--- src/rtl/fsn_pkg.sv ---
// Types and character constants shared by the source normaliser modules.
`default_nettype none

package fsn_pkg;

  // Characters that the lexer recognises.
  localparam logic [7:0] ChLowerA    = 8'h61;
  localparam logic [7:0] ChLowerZ    = 8'h7a;
  localparam logic [7:0] ChParenOpen = 8'h28;
  localparam logic [7:0] ChParenEnd  = 8'h29;
  localparam logic [7:0] ChBackslash = 8'h5c;
  localparam logic [7:0] ChDot       = 8'h2e;
  localparam logic [7:0] ChQuote     = 8'h22;
  localparam logic [7:0] ChNewline   = 8'h0a;
  localparam logic [7:0] ChTab       = 8'h09;
  localparam logic [7:0] ChSpace     = 8'h20;
  localparam logic [7:0] CaseOffset  = 8'h20;

  typedef enum logic [1:0] {
    MODE_NORMAL = 2'd0,
    MODE_STRING = 2'd1,
    MODE_PAREN  = 2'd2,
    MODE_LINE   = 2'd3
  } lex_mode_e;

  typedef struct packed {
    lex_mode_e mode;
    logic      saw_dot;
    logic      error_seen;
  } lex_state_t;

  typedef struct packed {
    logic [7:0] text_byte;
    logic       end_of_text;
  } in_item_t;

  typedef struct packed {
    logic [7:0] out_byte;
    logic       out_last;
    logic       text_error;
  } out_item_t;

endpackage

`default_nettype wire

--- src/rtl/forth_source_normalizer.sv ---
// Top level of the streaming source text normaliser: input register, lexer, result register.
`default_nettype none

// The normaliser takes source text one byte per item and returns exactly one
// item per byte, in order. Outside literals and comments it folds lower case
// to upper case and turns newline and tab into space; a dot followed by a
// double quote opens a string whose bytes pass raw through the closing quote;
// a parenthesis comment and a backslash comment are blanked to spaces. A
// newline inside a parenthesis comment, or a string or parenthesis comment
// still open on the byte flagged as the end of the text, raises text_error,
// which then stays set until the end of that text while later bytes pass
// unchanged. The end-of-text item returns the lexer to its reset state. The
// block sustains one item per clock cycle while the downstream side does not
// stall: an accepted item sits in the input register, and when it moves on
// the lexer step for it writes the result into the output register and
// updates the two-bit mode, the dot flag and the error flag together; the
// result then waits in the output register until the downstream side takes
// it. The lexer state, held in the mode, dot flag and error flag registers,
// is the only loop, and its update is a handful of byte compares. Both sides
// use valid and stall; in_stall_o rises only when the input register is full
// and the result register cannot drain.

module forth_source_normalizer (
  input  wire                     clk_i,
  input  wire                     rst_ni,
  input  wire                     in_valid_i,
  output logic                    in_stall_o,
  input  wire fsn_pkg::in_item_t  in_item_i,
  output logic                    out_valid_o,
  input  wire                     out_stall_i,
  output fsn_pkg::out_item_t      out_item_o
);

  logic                in_valid_q;
  logic                in_valid_d;
  fsn_pkg::in_item_t   in_item_q;
  logic                out_valid_q;
  logic                out_valid_d;
  fsn_pkg::out_item_t  out_item_q;
  fsn_pkg::lex_state_t state_q;
  fsn_pkg::lex_state_t state_d;
  fsn_pkg::out_item_t  result;
  logic                out_free;
  logic                step;
  logic                accept;

  // The result register can take a new item when it is empty or draining.
  assign out_free   = !out_valid_q || !out_stall_i;
  assign step       = in_valid_q && out_free;
  assign in_stall_o = in_valid_q && !out_free;
  assign accept     = in_valid_i && !in_stall_o;

  fsn_lexer u_lexer (
    .item_i   (in_item_q),
    .state_i  (state_q),
    .result_o (result),
    .state_o  (state_d)
  );

  always_comb begin
    if (accept) begin
      in_valid_d = 1'b1;
    end else if (step) begin
      in_valid_d = 1'b0;
    end else begin
      in_valid_d = in_valid_q;
    end
  end

  always_comb begin
    if (step) begin
      out_valid_d = 1'b1;
    end else if (!out_stall_i) begin
      out_valid_d = 1'b0;
    end else begin
      out_valid_d = out_valid_q;
    end
  end

  // Control state: valid flags and the lexer state, which advances only when
  // an item moves from the input register into the result register.
  always_ff @(posedge clk_i or negedge rst_ni) begin
    if (!rst_ni) begin
      in_valid_q         <= 1'b0;
      out_valid_q        <= 1'b0;
      state_q.mode       <= fsn_pkg::MODE_NORMAL;
      state_q.saw_dot    <= 1'b0;
      state_q.error_seen <= 1'b0;
    end else begin
      in_valid_q  <= in_valid_d;
      out_valid_q <= out_valid_d;
      if (step) begin
        state_q <= state_d;
      end
    end
  end

  // Payload registers hold their item until it moves on.
  always_ff @(posedge clk_i) begin
    if (accept) begin
      in_item_q <= in_item_i;
    end
    if (step) begin
      out_item_q <= result;
    end
  end

  assign out_valid_o = out_valid_q;
  assign out_item_o  = out_item_q;

endmodule

`default_nettype wire

--- src/rtl/fsn_lexer.sv ---
// Combinational lexer step: one byte and the current lexer state give one result and the next state.
`default_nettype none

module fsn_lexer (
  input  wire fsn_pkg::in_item_t   item_i,
  input  wire fsn_pkg::lex_state_t state_i,
  output fsn_pkg::out_item_t       result_o,
  output fsn_pkg::lex_state_t      state_o
);

  logic [7:0]         b;
  logic [7:0]         folded;
  logic [7:0]         o;
  logic               err;
  logic               dot;
  fsn_pkg::lex_mode_e mode;

  assign b = item_i.text_byte;

  always_comb begin
    if ((b >= fsn_pkg::ChLowerA) && (b <= fsn_pkg::ChLowerZ)) begin
      folded = b - fsn_pkg::CaseOffset;
    end else begin
      folded = b;
    end
  end

  always_comb begin
    err  = state_i.error_seen;
    mode = state_i.mode;
    dot  = 1'b0;
    o    = b;
    if (!state_i.error_seen) begin
      case (state_i.mode)
        fsn_pkg::MODE_NORMAL: begin
          if (state_i.saw_dot && (folded == fsn_pkg::ChQuote)) begin
            mode = fsn_pkg::MODE_STRING;
            o    = folded;
          end else if (folded == fsn_pkg::ChParenOpen) begin
            mode = fsn_pkg::MODE_PAREN;
            o    = fsn_pkg::ChSpace;
          end else if (folded == fsn_pkg::ChBackslash) begin
            mode = fsn_pkg::MODE_LINE;
            o    = fsn_pkg::ChSpace;
          end else if ((folded == fsn_pkg::ChNewline) || (folded == fsn_pkg::ChTab)) begin
            o = fsn_pkg::ChSpace;
          end else begin
            o   = folded;
            dot = (folded == fsn_pkg::ChDot);
          end
        end
        fsn_pkg::MODE_STRING: begin
          if (b == fsn_pkg::ChQuote) begin
            mode = fsn_pkg::MODE_NORMAL;
          end
        end
        fsn_pkg::MODE_PAREN: begin
          if (b == fsn_pkg::ChNewline) begin
            // A comment may not run across lines: flag it and pass the newline.
            err  = 1'b1;
            mode = fsn_pkg::MODE_NORMAL;
          end else begin
            o = fsn_pkg::ChSpace;
            if (b == fsn_pkg::ChParenEnd) begin
              mode = fsn_pkg::MODE_NORMAL;
            end
          end
        end
        default: begin
          o = fsn_pkg::ChSpace;
          if (b == fsn_pkg::ChNewline) begin
            mode = fsn_pkg::MODE_NORMAL;
          end
        end
      endcase
      if (item_i.end_of_text &&
          ((mode == fsn_pkg::MODE_STRING) || (mode == fsn_pkg::MODE_PAREN))) begin
        err = 1'b1;
      end
    end
  end

  assign result_o.out_byte   = o;
  assign result_o.out_last   = item_i.end_of_text;
  assign result_o.text_error = err;

  // The end of the text returns everything to its reset values.
  always_comb begin
    if (item_i.end_of_text) begin
      state_o.mode       = fsn_pkg::MODE_NORMAL;
      state_o.saw_dot    = 1'b0;
      state_o.error_seen = 1'b0;
    end else begin
      state_o.mode       = mode;
      state_o.saw_dot    = dot;
      state_o.error_seen = err;
    end
  end

endmodule

`default_nettype wire
--- config.mk ---
export PLATFORM = sky130hd
export DESIGN_NAME = forth_source_normalizer
export DESIGN_NICKNAME = d
export VERILOG_FILES = /design/src/rtl/fsn_pkg.sv /design/src/rtl/forth_source_normalizer.sv /design/src/rtl/fsn_lexer.sv
export SDC_FILE = /design/constraint.sdc
export NUM_CORES = 1
export LEC_CHECK = 0
export ABC_AREA = 0
export BUFFER_PORTS_ARGS = -buffer_cell sky130_fd_sc_hd__buf_4
export CAP_MARGIN = 20
export CORE_MARGIN = 5
export CORE_UTILIZATION = 45
export CTS_CLUSTER_DIAMETER = 60
export DETAILED_ROUTE_END_ITERATION = 8
export GPL_TIMING_DRIVEN = 0
export PLACE_DENSITY_LB_ADDON = 0.1
export SLEW_MARGIN = 40
export SYNTH_ARGS = -nofsm -noshare
export SYNTH_HDL_FRONTEND = slang
export SYNTH_SLANG_ARGS = --single-unit
--- constraint.sdc ---
create_clock -name clk_i -period 6.8 [get_ports clk_i]
set_clock_uncertainty 0.05 [all_clocks]
set_input_delay 1.36 -clock clk_i [delete_from_list [all_inputs] [get_ports clk_i]]
set_output_delay 1.36 -clock clk_i [all_outputs]
set_load 0.01 [all_outputs]
Yosys cells after proc, flatten, opt, wreduce, memory -nomap -nowiden
Index checks and enable logic that the tools add are counted.
{ "classes": {"eq_ne": 15, "shift": 0, "div": 0, "n_mux": 33, "n_addsub": 1, "reduce_logical": 16, "n_bitwise": 0, "mul": 0, "magnitude_cmp": 2} }
{ "op_table": {"columns": ["op", "n"], "rows": [
  ["$mux W8", 7],
  ["$eq A8 B6 Y1 const B", 5],
  ["$eq A8 B4 Y1 const B", 3],
  ["$pmux W8 S3", 1],
  ["$mux W2", 9],
  ["$mux W1", 14],
  ["$eq A8 B7 Y1 const B", 1],
  ["$ge A8 B7 Y1 const B", 1],
  ["$le A8 B7 Y1 const B", 1],
  ["$sub A8 B6 Y8 const B", 1],
  ["$logic_and A1 B1 Y1", 6],
  ["$pmux W2 S3", 1],
  ["$eq A2 B1 Y1 const B", 2],
  ["$eq A2 B2 Y1 const B", 2],
  ["$logic_not A1 Y1", 4],
  ["$mux W4", 1],
  ["$logic_or A1 B1 Y1", 3],
  ["$logic_not A2 Y1", 1],
  ["$ne A2 B1 Y1 const B", 1],
  ["$ne A2 B2 Y1 const B", 1],
  ["$reduce_and A2 Y1", 1],
  ["$reduce_bool A2 Y1", 1]
]} }
{ "totals": {"in_bits": 13, "wordCells": 77, "mem_count": 0, "latchBits": 0, "mem_bits_ro": 0, "regBits": 25, "out_inout_bits": 12, "mem_bits_rw": 0} }

Depth between registers and ports, before layout
{ "depth": {"depth_word": 15, "depth_mapped": 8, "ltp_nobuf": 7} }

Hierarchy
A second synthesis with hierarchy kept.
{ "unflattened": {"hier_cells": 129, "area_unflattened_um2": 1405.1} }
{ "modules_own_cells": {"columns": ["mod", "area_per_inst_um2", "instances", "cells_per_inst"], "rows": [
  ["forth_source_normalizer", 814.5, 1, 35],
  ["fsn_lexer", 590.6, 1, 94]
]} }

Worst setup path before layout
Ideal clock, no wire load.
{ "synth_timing": {"kind": "input port to output port", "start": "in out_stall_i", "end": "out in_stall_o", "path_buffers": 0, "setup_slack_ns": 3.844, "path_stages": 2, "arrival_ns": 1.546, "required_time_ns": 5.390, "path_cell_list": "nand3_1 inv_1"} }
{ "synth_via": {"elab_chain_cells": 4} }
{ "synth_rtl": {"columns": ["element", "line", "rtl"], "rows": [
  ["start: declaration", "forth_source_normalizer.sv:30", "input wire out_stall_i,"],
  ["$logic_not A1 Y1", null, null],
  ["$logic_or A1 B1 Y1", "forth_source_normalizer.sv:48", "assign out_free = !out_valid_q || !out_stall_i;"],
  ["$logic_not A1 Y1", "forth_source_normalizer.sv:50", "assign in_stall_o = in_valid_q && !out_free;"],
  ["$logic_and A1 B1 Y1", "forth_source_normalizer.sv:50", null],
  ["end: declaration", "forth_source_normalizer.sv:27", "output logic in_stall_o,"]
]} }
Every way passes these cells.

Worst setup path in the final report
Ends and elaborated chain as after synthesis.

==> metrics.md <==
| Metric | Value |
|---|---|
| Vias in the first global route | `1072` |
| Reg-to-reg critical path endpoint | `out_item_o[2]` |
| Drt via density | `5.78` |
| Sequential share of the synthesized area | `52.3%` |
| Clk Latency, worst-skew pair | `0.31 ns` |
| Peak VDD IR | `0.0841 mV` |
| Drt pass-1 iters | `4` |
| Count of final setup violators | `0` |
| Boundary Pins | `25` |
| Total Routed Length | `2.78 mm` |
| Post-DP HPWL | `2.14 mm` |
| Hold Violations, Final | `0` |
| Unique masters post-synth | `49` |
| Register area | `721 um2` |
| Global-route wire length before repair | `4.84 mm` |
| Worst path required time | `5.39 ns` |
| Initial antenna violation count | `0` |
| Overall Power | `0.294 mW` |
| Slew Viols, Final | `0` |
| # rows | `20` |
| #FFs+latches synth | `25` |
| Class of the worst hold path | `flop to flop` |
| All-Layer GR Usage | `14.5%` |
| Post-layout nets | `169` |
| RSZ-0062 raised after global routing | `false` |
| Setup Buffers After CTS | `0` |
| Number of flops mapped to enable cells by yosys | `19` |
| Relative slew margins | `50.2%` |
| DRC Markers | `0` |
| Initial Utilization | `45.9%` |
| Die area | `4270 um2` |
| FILL cells | `289` |
| FMAX | `315 MHz` |
| CP max FO | `3` |
| Cell count after synthesis | `126` |
| Post-route cell area | `1630 um2` |
| Ys flop type | `edfxtp_1` |
| Largest net degree at the start of global routing | `15` |
| WHS | `0.459 ns` |
| Power Density | `181 nW/um2` |
| Area of placed instances | `1600 um2` |
| Routability cong. | `0.841` |
| Setup TNS | `0 ns` |
| CTS Hold Bufs | `0` |
| Total leakage power | `0.655 nW` |
| Worst Setup End Kind | `primary output` |
| Syn nets | `140` |
| Worst hold stages | `2` |
| Warnings from Yosys | `0` |
| CP startpoint kind | `input port` |
| CORE AREA | `3000 um2` |
| Maximum clock path buffer count | `2` |
| Post-Syn Area | `1380 um2` |
| WHS Endpoint | `state_q[1]` |
| Diodes inserted | `0` |
| CTS tree | `built` |
| Hold path startpoint | `state_q[1]` |
| IO buf count | `24` |
| Via count | `1081` |
| Cell count of the worst reg-to-reg path | `8` |
| Worst-path clk slew | `0.14 ns` |
| Crit share post-route | `46.7%` |
| Iteration-0 DRC Markers | `42` |
| CTS sink count | `25` |
| CTS Buf Count | `3` |
| Status | `completed` |
| # resized after CTS | `0` |
| Commonest non-fill, non-tap cell in the layout | `buf_4` |
| Reg2reg start | `in_item_q[6]` |
| CTS HTree Levels | `1` |
| Detail Route Antenna Nets | `0` |
| Avg Cell Area, Syn | `10.9 um2` |
| WP data arrival | `1.76 ns` |
| Slew @ Worst Pin | `0.739 ns` |
| R2R setup slack | `3.80 ns` |
| Async S/R FF share, synth | `24.0%` |
| Detailed-route wire length per cell | `14.9 um` |
| Growth of design area from synthesis to finish | `18.1%` |
| Most frequent cells in the layout | `25 x buf_4, 19 x edfxtp_1, 12 x nand2_1` |
| Overflow after GRT | `0` |
| Die X-Extent | `65.3 um` |
| Crit path kind | `input port to primary output` |
| Die span in y | `65.3 um` |
| Layout cell share with drive strength beyond 1 | `26.0%` |
| Max-cap viol count | `0` |
| Fin crit period | `3.17 ns` |
| Multi-input gate area | `587 um2` |
| CTS Root Cell | `clkbuf_4` |
[power breakdown]
part,switching [mW],total [mW],internal (mW)
sequential,0.00527,0.181,0.176
combinational,0.0247,0.0462,0.0215
clock,0.0444,0.0664,0.0220
total,0.0743,0.294,0.220
[cell usage after synthesis (2+ instances only)]
cell type	instances	area, um2
or4_1	2	15.0
or4b_1	2	20.0
dfrtp_1	6	150
nor3b_1	3	22.5
edfxtp_1	19	571
buf_2	2	10.0
a21oi_1	3	15.0
a31oi_1	3	18.8
nand2_1	12	45.0
a22o_1	2	17.5
o21ai_1	2	10.0
and2_1	2	12.5
nor4_1	3	18.8
nor3_1	2	10.0
nand2b_1	6	37.5
nor2_1	8	30.0
clkbuf_1	4	15.0
o21ai_0	2	10.0
nand3_1	2	10.0
o31ai_1	3	22.5
inv_1	10	37.5
[worst max path at each step]
stage / from / to / slack, ns / depth (start not counted)
final: out_stall_i / in_stall_o / 3.63 / 4
after global routing: out_stall_i / in_stall_o / 3.59 / 4
after CTS: out_stall_i / in_stall_o / 3.62 / 4
after detailed placement: out_stall_i / in_stall_o / 3.62 / 4
after global placement: out_stall_i / in_stall_o / 3.63 / 4
after floorplan: out_stall_i / in_stall_o / 3.84 / 2
[per-layer routing]
| layer | part of all wire [%] | GRT usage (%) | vias to the layer above |
|---|---|---|---|
| li1 | - | - | 533 |
| met1 | 44 | 18.3 | 507 |
| met2 | 50 | 24.3 | 33 |
| met3 | 4.7 | 3.25 | 8 |
| met4 | 1.9 | 5.18 | 0 |
| met5 | 0 | 0 | - |
[critical path: stages]
cell and delay [ns]:
buf_4 0.11, nand3_1 0.11, inv_1 0.05, buf_4 0.13
[final cells by class]
type,count,area share (%)
Sequential cell,25,44.3
Clock buffer,3,1.38
Buffer,7,2.00
Clock inverter,1,0.308
Timing Repair Buffer,24,11.1
Inverter,10,2.31
Tap cell,33,2.54
Multi-Input combinational cell,84,36.1
[kinds of logic (layout without fill, tap and decap cells)]
logic type                 Yosys count  after routing  share of synthesized area [%]
and+or+nand+nor                     54             54                           25.3
AOI/OAI and AO/OA                   28             28                           15.7
DFF                                 25             25                           52.3
buffers and inverters               17             45                           5.09
adders and majority gates            1              1                          0.908
xor gates and xnor gates             1              1                          0.636
[sequential cells by signal (all words and copies together), names as in the netlist]
signal and count:
in_item_q 9, out_valid_o 1, in_valid_q 1, out_item_o 10
state_q 4
[per-stage QoR]
stage | instances | setup WS (ns) | utilization [%]
after global placement | 183 | 3.63 | 53.3
after floorplan | 126 | 3.84 | -
final | 187 | 3.63 | 54.2
after global routing | 187 | 3.59 | 54.2
after CTS | 187 | 3.62 | 54.2
after detailed placement | 183 | 3.62 | 53.3
Note: power is estimated with default switching activity, not from simulation.
